### src/rtl/mavgp_pkg.sv
// Package: shared types and constants of the moving-average distance predictor.
`default_nettype none

package mavgp_pkg;

    // Sequencer states of the top level.
    typedef enum logic [2:0] {
        ST_IDLE,
        ST_SUM,
        ST_START,
        ST_DIV,
        ST_PRED,
        ST_OUT
    } t_state;

    // Register word indexes on the configuration port (byte address / 4).
    typedef logic [1:0] t_reg_idx;
    localparam t_reg_idx REG_INIT_DIST = 2'd0;
    localparam t_reg_idx REG_STEP_TIME = 2'd1;
    localparam t_reg_idx REG_THRESHOLD = 2'd2;

    localparam int unsigned APB_ADDR_W = 4;

    // Reset values of the configuration registers.
    localparam logic [15:0] INIT_DIST_RST = 16'd12800;
    localparam logic [15:0] STEP_TIME_RST = 16'd6554;
    localparam logic [15:0] THRESHOLD_RST = 16'd2560;

endpackage

`default_nettype wire

### src/rtl/mavgp_if.sv
// Interfaces: input and result word channels with valid/ready handshakes.
`default_nettype none

interface mavgp_in_if;
    logic               valid;
    logic               ready;
    logic        [15:0] sensor_distance;
    logic signed [15:0] closing_speed;

    modport source (output valid, output sensor_distance, output closing_speed, input ready);
    modport sink   (input valid, input sensor_distance, input closing_speed, output ready);
endinterface

interface mavgp_out_if;
    logic        valid;
    logic        ready;
    logic [15:0] next_estimate;
    logic [15:0] mean_distance;
    logic [15:0] divergence;
    logic        alarm;

    modport source (output valid, output next_estimate, output mean_distance,
                    output divergence, output alarm, input ready);
    modport sink   (input valid, input next_estimate, input mean_distance,
                    input divergence, input alarm, output ready);
endinterface

`default_nettype wire

### src/rtl/mavgp_div.sv
// Restoring divider: one quotient bit per cycle, unsigned.
`default_nettype none

module mavgp_div #(
    parameter int unsigned SUM_W = 19,
    parameter int unsigned CNT_W = 3
) (
    input  wire logic             i_clk,
    input  wire logic             i_rst_n,
    input  wire logic             i_start,
    input  wire logic [SUM_W-1:0] i_dividend,
    input  wire logic [CNT_W-1:0] i_divisor,
    output logic                  o_done,
    output logic [SUM_W-1:0]      o_quotient
);
    localparam int unsigned STEP_W = $clog2(SUM_W + 1);

    logic              r_busy;
    logic              r_done;
    logic [STEP_W-1:0] r_step;
    logic [CNT_W-1:0]  r_rem;
    logic [SUM_W-1:0]  r_q;
    logic [CNT_W:0]    n_trial;

    // Dividend bits leave r_q at the top while quotient bits enter at the bottom.
    assign n_trial = {r_rem, r_q[SUM_W-1]};

    always_ff @(posedge i_clk) begin
        if (!i_rst_n) begin
            r_busy <= 1'b0;
            r_done <= 1'b0;
            r_step <= '0;
        end else begin
            r_done <= 1'b0;
            if (i_start) begin
                r_busy <= 1'b1;
                r_step <= STEP_W'(SUM_W);
            end else if (r_busy) begin
                r_step <= r_step - 1'b1;
                if (r_step == STEP_W'(1)) begin
                    r_busy <= 1'b0;
                    r_done <= 1'b1;
                end
            end
        end
    end

    always_ff @(posedge i_clk) begin
        if (i_start) begin
            r_q   <= i_dividend;
            r_rem <= '0;
        end else if (r_busy) begin
            if (n_trial >= {1'b0, i_divisor}) begin
                r_rem <= CNT_W'(n_trial - {1'b0, i_divisor});
                r_q   <= {r_q[SUM_W-2:0], 1'b1};
            end else begin
                r_rem <= n_trial[CNT_W-1:0];
                r_q   <= {r_q[SUM_W-2:0], 1'b0};
            end
        end
    end

    assign o_done     = r_done;
    assign o_quotient = r_q;

endmodule

`default_nettype wire

### src/rtl/moving_average_predictor_anomaly_top.sv
// Top level: moving-average distance predictor with residual anomaly check.
//
// Each input word carries a Q8.8 distance sample and a signed Q8.8 closing
// speed. The sample is stored in a ring of WINDOW_DEPTH entries, the stored
// entries are averaged, and a result word returns the next prediction, the
// average, the divergence from the previous prediction and the anomaly flag.
// Both channels use valid/ready; a word moves when both are high.
// The block handles one word at a time. After acceptance it sums the stored
// entries through one adder, one entry per cycle, then a start state starts
// the restoring divider, which produces one quotient bit per cycle and then
// reports done, and a prediction state forms the prediction. The next word
// can be taken in the cycle after the result leaves. The result is held in
// output registers for as long as the receiver stalls, and no new word is
// accepted until it is taken.
// Reset (synchronous, active low) empties the ring, loads the registers with
// their defaults and sets the prediction to the initial distance. Writing the
// initial distance register over the APB port reloads the prediction only.
`default_nettype none

module moving_average_predictor_anomaly_top #(
    parameter int unsigned WINDOW_DEPTH = 5
) (
    input  wire logic                           i_clk,
    input  wire logic                           i_rst_n,
    mavgp_in_if.sink                            i_in,
    mavgp_out_if.source                         o_out,
    input  wire logic                           psel,
    input  wire logic                           penable,
    input  wire logic                           pwrite,
    input  wire logic [mavgp_pkg::APB_ADDR_W-1:0] paddr,
    input  wire logic [31:0]                    pwdata,
    output logic [31:0]                         prdata,
    output logic                                pready
);
    import mavgp_pkg::*;

    localparam int unsigned IDX_W = (WINDOW_DEPTH > 1) ? $clog2(WINDOW_DEPTH) : 1;
    localparam int unsigned CNT_W = $clog2(WINDOW_DEPTH + 1);
    localparam int unsigned SUM_W = 16 + $clog2(WINDOW_DEPTH);
    localparam logic [CNT_W-1:0] DEPTH_C = CNT_W'(WINDOW_DEPTH);

    // Configuration registers.
    logic [15:0] r_init_dist;
    logic [15:0] r_step_time;
    logic [15:0] r_threshold;

    // Sample ring and its bookkeeping.
    logic [15:0]      r_ring [WINDOW_DEPTH];
    logic [IDX_W-1:0] r_wr_idx;
    logic             r_full;
    logic [15:0]      r_last_pred;

    // Per-word working registers.
    t_state             r_state;
    t_state             n_state;
    logic [CNT_W-1:0]   r_count;
    logic [CNT_W-1:0]   r_rd;
    logic [SUM_W-1:0]   r_acc;
    logic signed [32:0] r_prod;
    logic [15:0]        r_diverg;
    logic               r_anom;

    // Result registers.
    logic [15:0] r_o_pred;
    logic [15:0] r_o_smooth;

    logic               in_fire;
    logic               cfg_wr;
    logic               div_start;
    logic               div_done;
    logic [SUM_W-1:0]   div_q;
    logic [IDX_W-1:0]   n_wr_idx;
    logic               n_full;
    logic [CNT_W-1:0]   n_count;
    logic [15:0]        n_diverg;
    logic signed [16:0] speed_dt;
    logic signed [17:0] pred_raw;
    logic [15:0]        pred_sat;

    assign in_fire = i_in.valid && i_in.ready;
    assign cfg_wr  = psel && penable && pwrite && pready;
    assign pready  = 1'b1;

    // Register read-back.
    always_comb begin
        unique case (paddr[3:2])
            REG_INIT_DIST: prdata = {16'd0, r_init_dist};
            REG_STEP_TIME: prdata = {16'd0, r_step_time};
            REG_THRESHOLD: prdata = {16'd0, r_threshold};
            default:       prdata = '0;
        endcase
    end

    // Ring pointer after this word's sample is written; count of valid entries.
    always_comb begin
        if (r_wr_idx == IDX_W'(WINDOW_DEPTH - 1)) begin
            n_wr_idx = '0;
            n_full   = 1'b1;
        end else begin
            n_wr_idx = r_wr_idx + 1'b1;
            n_full   = r_full;
        end
        n_count = n_full ? DEPTH_C : CNT_W'(n_wr_idx);
    end

    assign n_diverg = (i_in.sensor_distance >= r_last_pred) ?
                      (i_in.sensor_distance - r_last_pred) :
                      (r_last_pred - i_in.sensor_distance);

    // Floor of speed * step time back to Q8.8 is an arithmetic shift by 16.
    assign speed_dt = r_prod[32:16];
    assign pred_raw = $signed({2'b00, div_q[15:0]}) - 18'(speed_dt);

    // Clamp at zero below and saturate at full scale above.
    always_comb begin
        if (pred_raw[17]) begin
            pred_sat = '0;
        end else if (pred_raw[16]) begin
            pred_sat = 16'hFFFF;
        end else begin
            pred_sat = pred_raw[15:0];
        end
    end

    // Sequencer: next state and control outputs.
    always_comb begin
        n_state   = r_state;
        div_start = 1'b0;
        unique case (r_state)
            ST_IDLE: begin
                if (in_fire) begin
                    n_state = ST_SUM;
                end
            end
            ST_SUM: begin
                if (r_rd == r_count - 1'b1) begin
                    n_state = ST_START;
                end
            end
            ST_START: begin
                div_start = 1'b1;
                n_state   = ST_DIV;
            end
            ST_DIV: begin
                if (div_done) begin
                    n_state = ST_PRED;
                end
            end
            ST_PRED: begin
                n_state = ST_OUT;
            end
            ST_OUT: begin
                if (o_out.ready) begin
                    n_state = ST_IDLE;
                end
            end
            default: begin
                n_state = ST_IDLE;
            end
        endcase
    end

    always_ff @(posedge i_clk) begin
        if (!i_rst_n) begin
            r_state <= ST_IDLE;
        end else begin
            r_state <= n_state;
        end
    end

    // Control state: configuration, ring pointer and the running prediction.
    always_ff @(posedge i_clk) begin
        if (!i_rst_n) begin
            r_init_dist <= INIT_DIST_RST;
            r_step_time <= STEP_TIME_RST;
            r_threshold <= THRESHOLD_RST;
            r_wr_idx    <= '0;
            r_full      <= 1'b0;
            r_last_pred <= INIT_DIST_RST;
        end else begin
            if (in_fire) begin
                r_wr_idx <= n_wr_idx;
                r_full   <= n_full;
            end
            if (r_state == ST_PRED) begin
                r_last_pred <= pred_sat;
            end
            if (cfg_wr) begin
                case (paddr[3:2])
                    REG_INIT_DIST: begin
                        r_init_dist <= pwdata[15:0];
                        r_last_pred <= pwdata[15:0];
                    end
                    REG_STEP_TIME: r_step_time <= pwdata[15:0];
                    REG_THRESHOLD: r_threshold <= pwdata[15:0];
                    default: ;
                endcase
            end
        end
    end

    // Ring memory: written once per word, read one entry a cycle while summing.
    always_ff @(posedge i_clk) begin
        if (in_fire) begin
            r_ring[r_wr_idx] <= i_in.sensor_distance;
        end
    end

    // Datapath registers.
    always_ff @(posedge i_clk) begin
        if (in_fire) begin
            r_count  <= n_count;
            r_rd     <= '0;
            r_acc    <= '0;
            r_prod   <= 33'(i_in.closing_speed) * 33'($signed({1'b0, r_step_time}));
            r_diverg <= n_diverg;
            r_anom   <= (n_diverg > r_threshold);
        end else if (r_state == ST_SUM) begin
            r_acc <= r_acc + SUM_W'(r_ring[r_rd[IDX_W-1:0]]);
            r_rd  <= r_rd + 1'b1;
        end
        if (r_state == ST_PRED) begin
            r_o_pred   <= pred_sat;
            r_o_smooth <= div_q[15:0];
        end
    end

    mavgp_div #(
        .SUM_W (SUM_W),
        .CNT_W (CNT_W)
    ) u_div (
        .i_clk      (i_clk),
        .i_rst_n    (i_rst_n),
        .i_start    (div_start),
        .i_dividend (r_acc),
        .i_divisor  (r_count),
        .o_done     (div_done),
        .o_quotient (div_q)
    );

    assign i_in.ready          = (r_state == ST_IDLE);
    assign o_out.valid         = (r_state == ST_OUT);
    assign o_out.next_estimate = r_o_pred;
    assign o_out.mean_distance = r_o_smooth;
    assign o_out.divergence    = r_diverg;
    assign o_out.alarm         = r_anom;

endmodule

`default_nettype wire

### src/flat_wrapper.sv
// flat-port wrapper written by rule: the top's interface ports become plain ports
module moving_average_predictor_anomaly_top_flat import mavgp_pkg::*;
#(
    parameter int unsigned WINDOW_DEPTH = 5
)
  (i_clk, i_rst_n, psel, penable, pwrite, paddr, pwdata, prdata, pready, i_in_valid, i_in_sensor_distance, i_in_closing_speed, i_in_ready, o_out_valid, o_out_next_estimate, o_out_mean_distance, o_out_divergence, o_out_alarm, o_out_ready);
  mavgp_in_if i_in_i ();
  mavgp_out_if o_out_i ();
  input  wire logic i_clk;
  input  wire logic i_rst_n;
  input  wire logic psel;
  input  wire logic penable;
  input  wire logic pwrite;
  input  wire logic [mavgp_pkg::APB_ADDR_W-1:0] paddr;
  input  wire logic [31:0] pwdata;
  output logic [31:0] prdata;
  output logic pready;
  input wire logic [$bits(i_in_i.valid)-1:0] i_in_valid;
  input wire logic [$bits(i_in_i.sensor_distance)-1:0] i_in_sensor_distance;
  input wire logic [$bits(i_in_i.closing_speed)-1:0] i_in_closing_speed;
  output wire logic [$bits(i_in_i.ready)-1:0] i_in_ready;
  output wire logic [$bits(o_out_i.valid)-1:0] o_out_valid;
  output wire logic [$bits(o_out_i.next_estimate)-1:0] o_out_next_estimate;
  output wire logic [$bits(o_out_i.mean_distance)-1:0] o_out_mean_distance;
  output wire logic [$bits(o_out_i.divergence)-1:0] o_out_divergence;
  output wire logic [$bits(o_out_i.alarm)-1:0] o_out_alarm;
  input wire logic [$bits(o_out_i.ready)-1:0] o_out_ready;
  assign i_in_i.valid = i_in_valid;
  assign i_in_i.sensor_distance = i_in_sensor_distance;
  assign i_in_i.closing_speed = i_in_closing_speed;
  assign i_in_ready = i_in_i.ready;
  assign o_out_valid = o_out_i.valid;
  assign o_out_next_estimate = o_out_i.next_estimate;
  assign o_out_mean_distance = o_out_i.mean_distance;
  assign o_out_divergence = o_out_i.divergence;
  assign o_out_alarm = o_out_i.alarm;
  assign o_out_i.ready = o_out_ready;
  moving_average_predictor_anomaly_top #(.WINDOW_DEPTH(WINDOW_DEPTH)) u_core (.i_clk(i_clk), .i_rst_n(i_rst_n), .i_in(i_in_i), .o_out(o_out_i), .psel(psel), .penable(penable), .pwrite(pwrite), .paddr(paddr), .pwdata(pwdata), .prdata(prdata), .pready(pready));
endmodule
### config.mk
export PLATFORM = sky130hd
export DESIGN_NAME = moving_average_predictor_anomaly_top_flat
export DESIGN_NICKNAME = d
export VERILOG_FILES = /design/src/rtl/mavgp_pkg.sv /design/src/rtl/mavgp_if.sv /design/src/rtl/mavgp_div.sv /design/src/rtl/moving_average_predictor_anomaly_top.sv /design/src/flat_wrapper.sv
export SDC_FILE = /design/constraint.sdc
export NUM_CORES = 1
export LEC_CHECK = 0
export BUFFER_PORTS_ARGS = -buffer_cell sky130_fd_sc_hd__buf_2
export CORE_MARGIN = 8
export CORE_UTILIZATION = 45
export CTS_BUF_LIST = sky130_fd_sc_hd__clkbuf_16
export CTS_CLUSTER_DIAMETER = 60
export CTS_CLUSTER_SIZE = 30
export DETAILED_ROUTE_END_ITERATION = 16
export PLACE_DENSITY = 0.77
export SETUP_SLACK_MARGIN = 0.02
export SLEW_MARGIN = 20
export SYNTH_ARGS = -nofsm -noshare
export SYNTH_HDL_FRONTEND = slang
export SYNTH_SLANG_ARGS = --single-unit
### constraint.sdc
create_clock -name i_clk -period 6.2 [get_ports i_clk]
set_input_delay 1.24 -clock i_clk [delete_from_list [all_inputs] [get_ports i_clk]]
set_output_delay 1.24 -clock i_clk [all_outputs]
set_load 0.03 [all_outputs]
; ---- Word-level counts from Yosys, hierarchy flattened
; Memory sizes are Yosys's and may differ from the RTL's. A register that Yosys moved wholly into a read port is not among the register bits.
; Index checks and enable logic that the tools add are counted.
[op_classes]
n_mul = 1
n_lt_le_gt_ge = 3
reduce_logical = 12
muxes = 29
n_bitwise = 2
n_eq_ne = 14
add_sub_neg = 9
[ops]
columns = operator, n
row1 = $mux 16, 6
row2 = $pmux 16 s3, 1
row3 = $mux 19, 2
row4 = $mul 16x17->33, 1
row5 = $sub 16x16->16, 2
row6 = $mux 3, 8
row7 = $add 19x16->19, 1
row8 = $pmux 3 s6, 1
row9 = $sub 17x17->18, 1
row10 = $ge 16x16->1, 1
row11 = $gt 16x16->1, 1
row12 = $mux 5, 2
row13 = $eq 3x3->1 const B, 3
row14 = $mux 1, 9
row15 = $add 3x1->3 const B, 2
row16 = $eq 3x2->1 const B, 2
row17 = $reduce_and 2->1, 3
row18 = $eq 5x1->1 const B, 1
row19 = $sub 5x1->5 const B, 1
row20 = $ge 4x3->1, 1
row21 = $ne 2x1->1 const B, 2
row22 = $ne 2x2->1 const B, 2
row23 = $reduce_and 4->1, 1
row24 = $eq 3x1->1 const B, 1
row25 = 12 further kinds, 15
[totals]
ramBits = 80
wordCells = 92
in_bits = 75
n_memories = 1
ff_bits = 207
out_inout_bits = 84
[mem_list]
columns = memory, words, width, read_ports, rd_clocked_by_memory_dff, wr, line
row1 = u_core.r_ring, 5, 16, 1, 1, 1, moving_average_predictor_anomaly_top.sv:48  ; logic [15:0] r_ring [WINDOW_DEPTH];

; ---- Depth between registers and ports, before layout
; Gate-level depths: netlist (run 1).
[depth]
ltp_word = 6
ltp_mapped = 23
ltp_nobuf = 21

; ---- Hierarchy
; From an unflattened synthesis (run 1), not the netlist that was laid out.
[hier_totals]
cells_unflattened = 2259
area_unflattened_um2 = 22253.8
[by_module_without_submodules]
columns = module, seq_area_each_um2, cells_each, instances, area_each_um2
row1 = moving_average_predictor_anomaly_top, 6396.1, 2155, 1, 20891.3
row2 = mavgp_div, 770.7, 104, 1, 1362.6

; ---- Least setup slack after synthesis (run 1)
; No wires, ideal clock.
[synth_timing]
kind = input to register
from = input port i_in_closing_speed[1]
to = register u_core.r_prod[28] (data pin)
arrival_time_ns = 6.476
setup_slack_ns = -0.536
required_ns = 5.940
cell_stages = 20
setup_time_ns = 0.260
n_path_buf = 1
path_cell_list = clkbuf_1 -> nand2_1 -> fa_1 -> fa_1 -> inv_1 -> fa_1 -> fa_1 -> fa_1 -> inv_1 -> fa_1 -> inv_1 -> ha_1 -> and4_1 -> a21boi_0 -> o21ai_0 -> o2111ai_1 -> a31oi_1 -> o31ai_1 -> a21o_1 -> xor2_1
[synth_between]
elab_chain_cells = 1
[synth_lines]
columns = item, line
row1 = start: declaration, flat_wrapper.sv:20  ; input wire logic [$bits(i_in_i.closing_speed)-1:0] i_in_closing_speed;
row2 = $mul 16x17->33, moving_average_predictor_anomaly_top.sv:215  ; r_prod <= 33'(i_in.closing_speed) * 33'($signed({1'b0, r_step_time}));
row3 = end signal: assignment, moving_average_predictor_anomaly_top.sv:215
row4 = end: declaration, moving_average_predictor_anomaly_top.sv:59  ; logic signed [32:0] r_prod;
; No other way between the ends.
; A chain may end at the register's enable or synchronous reset.

; ---- Worst setup path after layout (run 1)
[layout_timing]
from = input port i_in_closing_speed[12]
to = register u_core.r_prod[32] (data pin)
; Same word-level chain as after synthesis.

==> results of run 1 <==
==> timing repair <==
item,in CTS,in global routing
pin swaps,11,24
setup buffers,1,4
endpoints found under the setup margin,9,11
cloned,0,1
gates resized for setup,15,39
==> path summary, 6_finish.rpt <==
| kind | from | endpoint | cells past startpoint | slack (ns) |
|---|---|---|---|---|
| setup reg to reg | u_core.r_step_time[4] | u_core.r_prod[32] | 17 | 0.12 |
| setup / recovery | i_in_closing_speed[12] | u_core.r_prod[32] | 18 | 0.06 |
| hold / removal | u_core.r_init_dist[12] | u_core.r_init_dist[12] | 1 | 0.46 |
| hold reg to reg | u_core.r_init_dist[12] | u_core.r_init_dist[12] | 1 | 0.46 |
==> flip-flops by register name, indices dropped and copies added, names as in the netlist, 5 cells and up, named ones only <==
signal and cells:
u_core.u_div.r_step 5, u_core.r_threshold 16, u_core.r_last_pred 16, u_core.r_acc 19
u_core.r_prod 17, u_core.r_ring 80, u_core.u_div.o_quotient 19, u_core.o_out.divergence 16
u_core.r_init_dist 16, u_core.o_out.mean_distance 16, u_core.o_out.next_estimate 16, u_core.r_step_time 16
==> Yosys cell counts (4+ instances only) <==
master	n
xor2_1	15
a211oi_1	8
nand2b_1	23
nand4_1	12
buf_6	4
fa_1	198
nor2b_1	13
o211ai_1	14
mux4_2	16
and2_1	120
o21a_1	23
o2111ai_1	4
o21bai_1	9
nand2_1	310
o31ai_1	5
buf_1	6
nor4_1	8
buf_4	17
clkbuf_1	79
nor2_1	84
a21oi_1	107
mux2i_1	30
mux2_2	36
inv_1	334
a211o_1	7
dfxtp_1	106
ha_1	207
a21o_1	33
edfxtp_1	168
a21boi_0	38
or3_1	15
nor3_1	11
and3_1	9
nand3_1	30
a31oi_1	18
xnor2_1	43
o21ai_0	67
==> power breakdown <==
group          switching [uW]  total (uW)  internal [uW]
Clock                     695        1430            738
Combinational            3180        5980           2800
Sequential                205        2540           2330
==> cells by family after synthesis <==
family	after synthesis	share of synthesized area (%)
compound gates	365	10.6
xor+xnor	58	2.26
fa+ha+maj	405	29.2
buf+inv	441	7.79
flops	274	31.9
mux	82	4.74
other cells	2	0.0334
simple gates	648	13.5
==> metal layers <==
metal  wire [um]  GRT usage (%)  vias to the layer above
met5           0              0                        -
met4        1740           5.83                        0
met3        4110           3.11                      116
met2       28100           34.4                      571
met1       24000           25.4                     8224
li1            -              -                     7802
==> stage by stage <==
stage                     power, uW  TNS (ns)
final                          9950         0
after global placement         7860     -6.47
after global routing          10700    -0.218
after detailed placement       8090     -7.38
after floorplan                6360    -0.491
after CTS                      9620         0
==> cell type report <==
cell class	instances	share of cell area (%)
multi-input cells	1575	54.9
flip-flops and latches	274	28.3
repair buffers	220	5.67
inverters	334	4.95
well taps	672	3.32
clock buffers	21	2.07
clock inverters	16	0.795
==> critical path, stage by stage <==
cell       delay (ns)
buf_2            0.11
and2_4           0.15
fa_1             0.52
inv_1            0.05
fa_1             0.53
inv_2            0.04
fa_2             0.55
fa_2             0.45
fa_1             0.56
fa_1             0.47
ha_4             0.31
and4_4           0.23
nand4_1          0.19
o2111ai_4        0.32
nand2_4          0.10
o211ai_1         0.26
a31oi_1          0.15
xnor2_1          0.14
==> out/results.ini, run 1 <==
[outcome]
status = finished clean

[yosys]
synth_top_cell_by_area = edfxtp_1
synthArstFlopShare_pct = 0
synth.area.top_cells = edfxtp_1, fa_1, ha_1, dfxtp_1, inv_1
synth-edff-count = 168
ys_ff_latch = 274
syn_area_per_cell_um2 = 9.88
synth.yosys.seq_area_share_pct = 31.9
synth_warnings = 0
synth_area_mm2 = 0.0225
synth_top_area_share_pct = 22.4
dominantRegCellSynth = edfxtp_1
syn_inst = 2275
synthDistinctLibCells = 71

[drt]
routed_via_density = 5.37
detail_route.first_pass.iterations = 5
via_count = 16700
postRouteAntennaNets = 0
wl_per_cell_um = 18.6
drt_iter0_drc = 1292
totalWireLength_mm = 57.9
post-route-drc-count = 0

[clock_tree]
clock_latency_ns = 0.53
root_buffer = clkbuf_16
hold_buffers = 0
clk_pin_slew_ns = 0.07
numCtsBuffers = 21
htree_levels = 1
clock_path_buffers = 3
clock_sinks = 274
cts_tree = yes

[pwr]
max-vdd-ir-drop_uv = 404
p_leak_uw = 0.0113
power_density_mw_per_mm2 = 393

[timing]
maxSlewViolCount = 0
hold_violations = 0
slew_headroom_pct = 26.9
holdWs_ns = 0.459
worst_slew_pin_slew_ns = 1.10
clock_skew_ns = 0.0336
fin_crit_sh_pct = 99.1
rsz0062_at_grt = yes
fmax_mhz = 163
fin_crit_ns = 6.14
worst_slack_ns = 0.0578
finalSetupViolCount = 0

[critical_path]
cp_max_fo = 3
path_class = input pin to flip-flop
critPathCaptureType = flip-flop
cp-start-kind = input pin
cp.arrival_ns = 6.39
worst_ep_required_time_ns = 6.45

[placed_design]
dp_slack_ns = -0.586
io_buffers = 123
placed_cell_area_mm2 = 0.0244
post-place-cells = 3069
gp_congestion = 0.940
dpl.hpwl_mm = 45.7

[global_routing]
grt_use_total_pct = 19.9
grt_start_max_net_pins = 64
grt_pass1_vias = 17300
antenna_found_initial = 0
grt_pass1_wl_mm = 91.5
grt_overflow = 0

[layout]
utilization_pct = 50.9
multi_input_area_mm2 = 0.0139
final_nets = 2906
layout-area-overhead-vs-synth_pct = 12.7
antenna_cells = 0
drive_gt1_share_pct = 15.6
layout_commonest_cell = inv_1
mostFrequentLayoutCells = inv_1, nand2_1, ha_1
fin_cells = 3112
fin_area_mm2 = 0.0253
seq_area_mm2 = 0.00717
n_fill_cell = 4359

[die]
coreArea_mm2 = 0.0498
die-height_um = 240
start_util_pct = 45.2
die_w_um = 240
io_pins = 159
rows = 82
die_area_mm2 = 0.0574

[worst_hold_path]
hp-class = flip-flop to flip-flop

[job]
cap_violations = 0

Note: power is estimated with default switching activity, not from simulation.
==> inputs of run 2 (changes only) <==
Clock period 6.2 ns to 5.1 ns, I/O delays scaled along.
==> out/results.ini, run 2 (synthesis gave the netlist of run 1 again) <==
[critical_path]
max_stage_delay_ns = 0.55  ; about the same
worst_ep_required_time_ns = 5.37  ; -1.08 ns
cp_max_fo = 5  ; +2
cp.arrival_ns = 6.09  ; -0.30 ns
cp_slowest_cell = fa_1
cpMostUsedCell = fa_1
critPathCaptureType = flip-flop
path_class = input pin to flip-flop
path_cells = buf_2 -> buf_6 -> nand2_2 -> fa_1 -> inv_1 -> fa_1 -> fa_1 -> fa_2 -> fa_1 -> inv_1 -> fa_1 -> inv_2 -> ha_4 -> and4_4 -> nand4_1 -> o2111ai_2 -> a31oi_2 -> o31ai_2 -> a21o_1 -> xor2_1
cp-start-kind = input pin

[placed_design]
dpl.hpwl_mm = 48.4  ; +5.9%
post-place-cells = 3140  ; +2.3%
io_buffers = 123  ; unchanged
placed_cell_area_mm2 = 0.0250  ; +2.6%
gp_congestion = 0.949  ; +0.90%

[drt]
postRouteAntennaNets = 0  ; unchanged
wl_per_cell_um = 19.0  ; +2.2%
post-route-drc-count = 0  ; unchanged
met2_length_mm = 28.8  ; +2.5%
totalWireLength_mm = 60.6  ; +4.7%
detail_route.first_pass.iterations = 6  ; +1
via_count = 17300  ; +3.4%
drt_iter0_drc = 1570  ; +22%
wl_met3_mm = 4.54  ; +11%
routed_via_density = 5.42  ; +0.91%
highest_layer = met5
met1Wirelength_mm = 25.2  ; +5.0%

[clock_tree]
hold_buffers = 0  ; unchanged
clock_path_buffers = 3  ; unchanged
clk_pin_slew_ns = 0.10  ; +0.03 ns
clock_latency_ns = 0.56  ; +0.03 ns
cts_tree = yes
htree_levels = 1  ; unchanged
root_buffer = clkbuf_16
clock_sinks = 274  ; unchanged
numCtsBuffers = 19  ; -9.5%

[global_routing]
grt_pass1_vias = 17800  ; +2.6%
grt_use_total_pct = 20.8  ; +0.94 points
grt_start_max_net_pins = 64  ; unchanged
grt_overflow = 0  ; unchanged
antenna_found_initial = 3  ; +3
grt_pass1_wl_mm = 95.1  ; +3.9%

[die]
io_pins = 159  ; unchanged
coreArea_mm2 = 0.0498  ; unchanged
die-height_um = 240  ; unchanged
die_w_um = 240  ; unchanged
die_area_mm2 = 0.0574  ; unchanged
start_util_pct = 45.2  ; unchanged
rows = 82  ; unchanged

[timing]
fin_crit_ns = 5.83
maxSlewViolCount = 0  ; unchanged
fin_crit_sh_pct = 114
slew_headroom_pct = 39.9  ; +13 points
rsz0062_at_grt = yes
worst_slack_ns = -0.727  ; -0.785 ns
fmax_mhz = 172
hold_violations = 0  ; unchanged
worst_slew_pin_slew_ns = 0.902  ; -0.195 ns
finalSetupViolCount = 17  ; +17
clock_skew_ns = 0.0466  ; +0.0130 ns

[layout]
layout_commonest_cell = inv_1
n_fill_cell = 4298  ; -1.4%
fin_area_mm2 = 0.0262  ; +3.2%
final_nets = 2984  ; +2.7%
mostFrequentLayoutCells = inv_1, nand2_1, ha_1
regMostFlops = u_core.r_ring
layout-area-overhead-vs-synth_pct = 16.4
fin_cells = 3189  ; +2.5%
antenna_cells = 0  ; unchanged
drive_gt1_share_pct = 19.8  ; +4.3 points
largest_reg_flops = 80  ; unchanged

[outcome]
status = finished, violations left
violations = negative setup slack

[pwr]
power_density_mw_per_mm2 = 477  ; +21%
p_leak_uw = 0.0117  ; +3.8%
max-vdd-ir-drop_uv = 532  ; +32%

[worst_hold_path]
hp-class = flip-flop to flip-flop

[job]
cap_violations = 0  ; unchanged

[run 2: worst paths after layout]
kind	start	end	slack, ns	cells past startpoint
worst max-delay path	i_in_closing_speed[12]	u_core.r_prod[28]	-0.73	20
worst min register to register	u_core.r_init_dist[13]	u_core.r_init_dist[13]	0.47	1
worst min-delay path	u_core.r_init_dist[13]	u_core.r_init_dist[13]	0.47	1
worst max register to register	u_core.r_step_time[3]	u_core.r_prod[28]	-0.72	18
[run 2: power by group]
group / switching, uW / internal, uW / leakage, uW
sequential: 218 / 2830 / 0.00240
clock: 887 / 756 / 0.000325
combinational: 4060 / 3720 / 0.00896
total: 5170 / 7310 / 0.0117
[run 2: final cells by class]
type | instances | area (um2) | share of cell area [%]
clock buffers | 19 | 475 | 1.82
multi-input cells | 1575 | 14000 | 53.5
flip-flops and latches | 274 | 7180 | 27.5
inverters | 334 | 1260 | 4.80
well taps | 672 | 841 | 3.21
repair buffers | 300 | 2210 | 8.45
clock inverters | 15 | 193 | 0.736
[run 2: per-layer routing]
layer  up-vias  global-route usage (%)
li1       7955                       -
met1      8523                    27.2
met2       670                    35.1
met3       131                    2.90
met4         4                    7.05
met5         -                       0
[run 2: per-stage QoR]
stage          power, uW  util [%]  worst slack, ns  hold slack (ns)  TNS [ns]
2_1_floorplan       7730         -            -1.02            0.425    -13.64
3_3_place_gp        9700      50.3            -1.35            0.442    -20.63
3_5_place_dp        9960      50.3            -1.40            0.451    -21.78
4_1_cts            12100      52.3           -0.689            0.476     -9.48
5_1_grt            13400      52.6           -0.884            0.494    -12.69
6_report           12500      52.6           -0.727            0.474    -10.40
[run 2: timing repair]
| action | 4_1_cts | 5_1_grt |
|---|---|---|
| cloned | 2 | 0 |
| setup endpoints to repair | 17 | 18 |
| gates resized for setup | 79 | 38 |
| pin swaps | 62 | 25 |
| buffers inserted | 10 | 5 |
[run 2: critical path: cells and delay by family]
kind	cells	cell delay [ns]
AND/OR/NAND/NOR	3	0.43
adder cells (fa/ha/maj)	7	3.30
buffers and inverters	5	0.39
XOR/XNOR	1	0.06
AO/OA/AOI/OAI	4	0.89
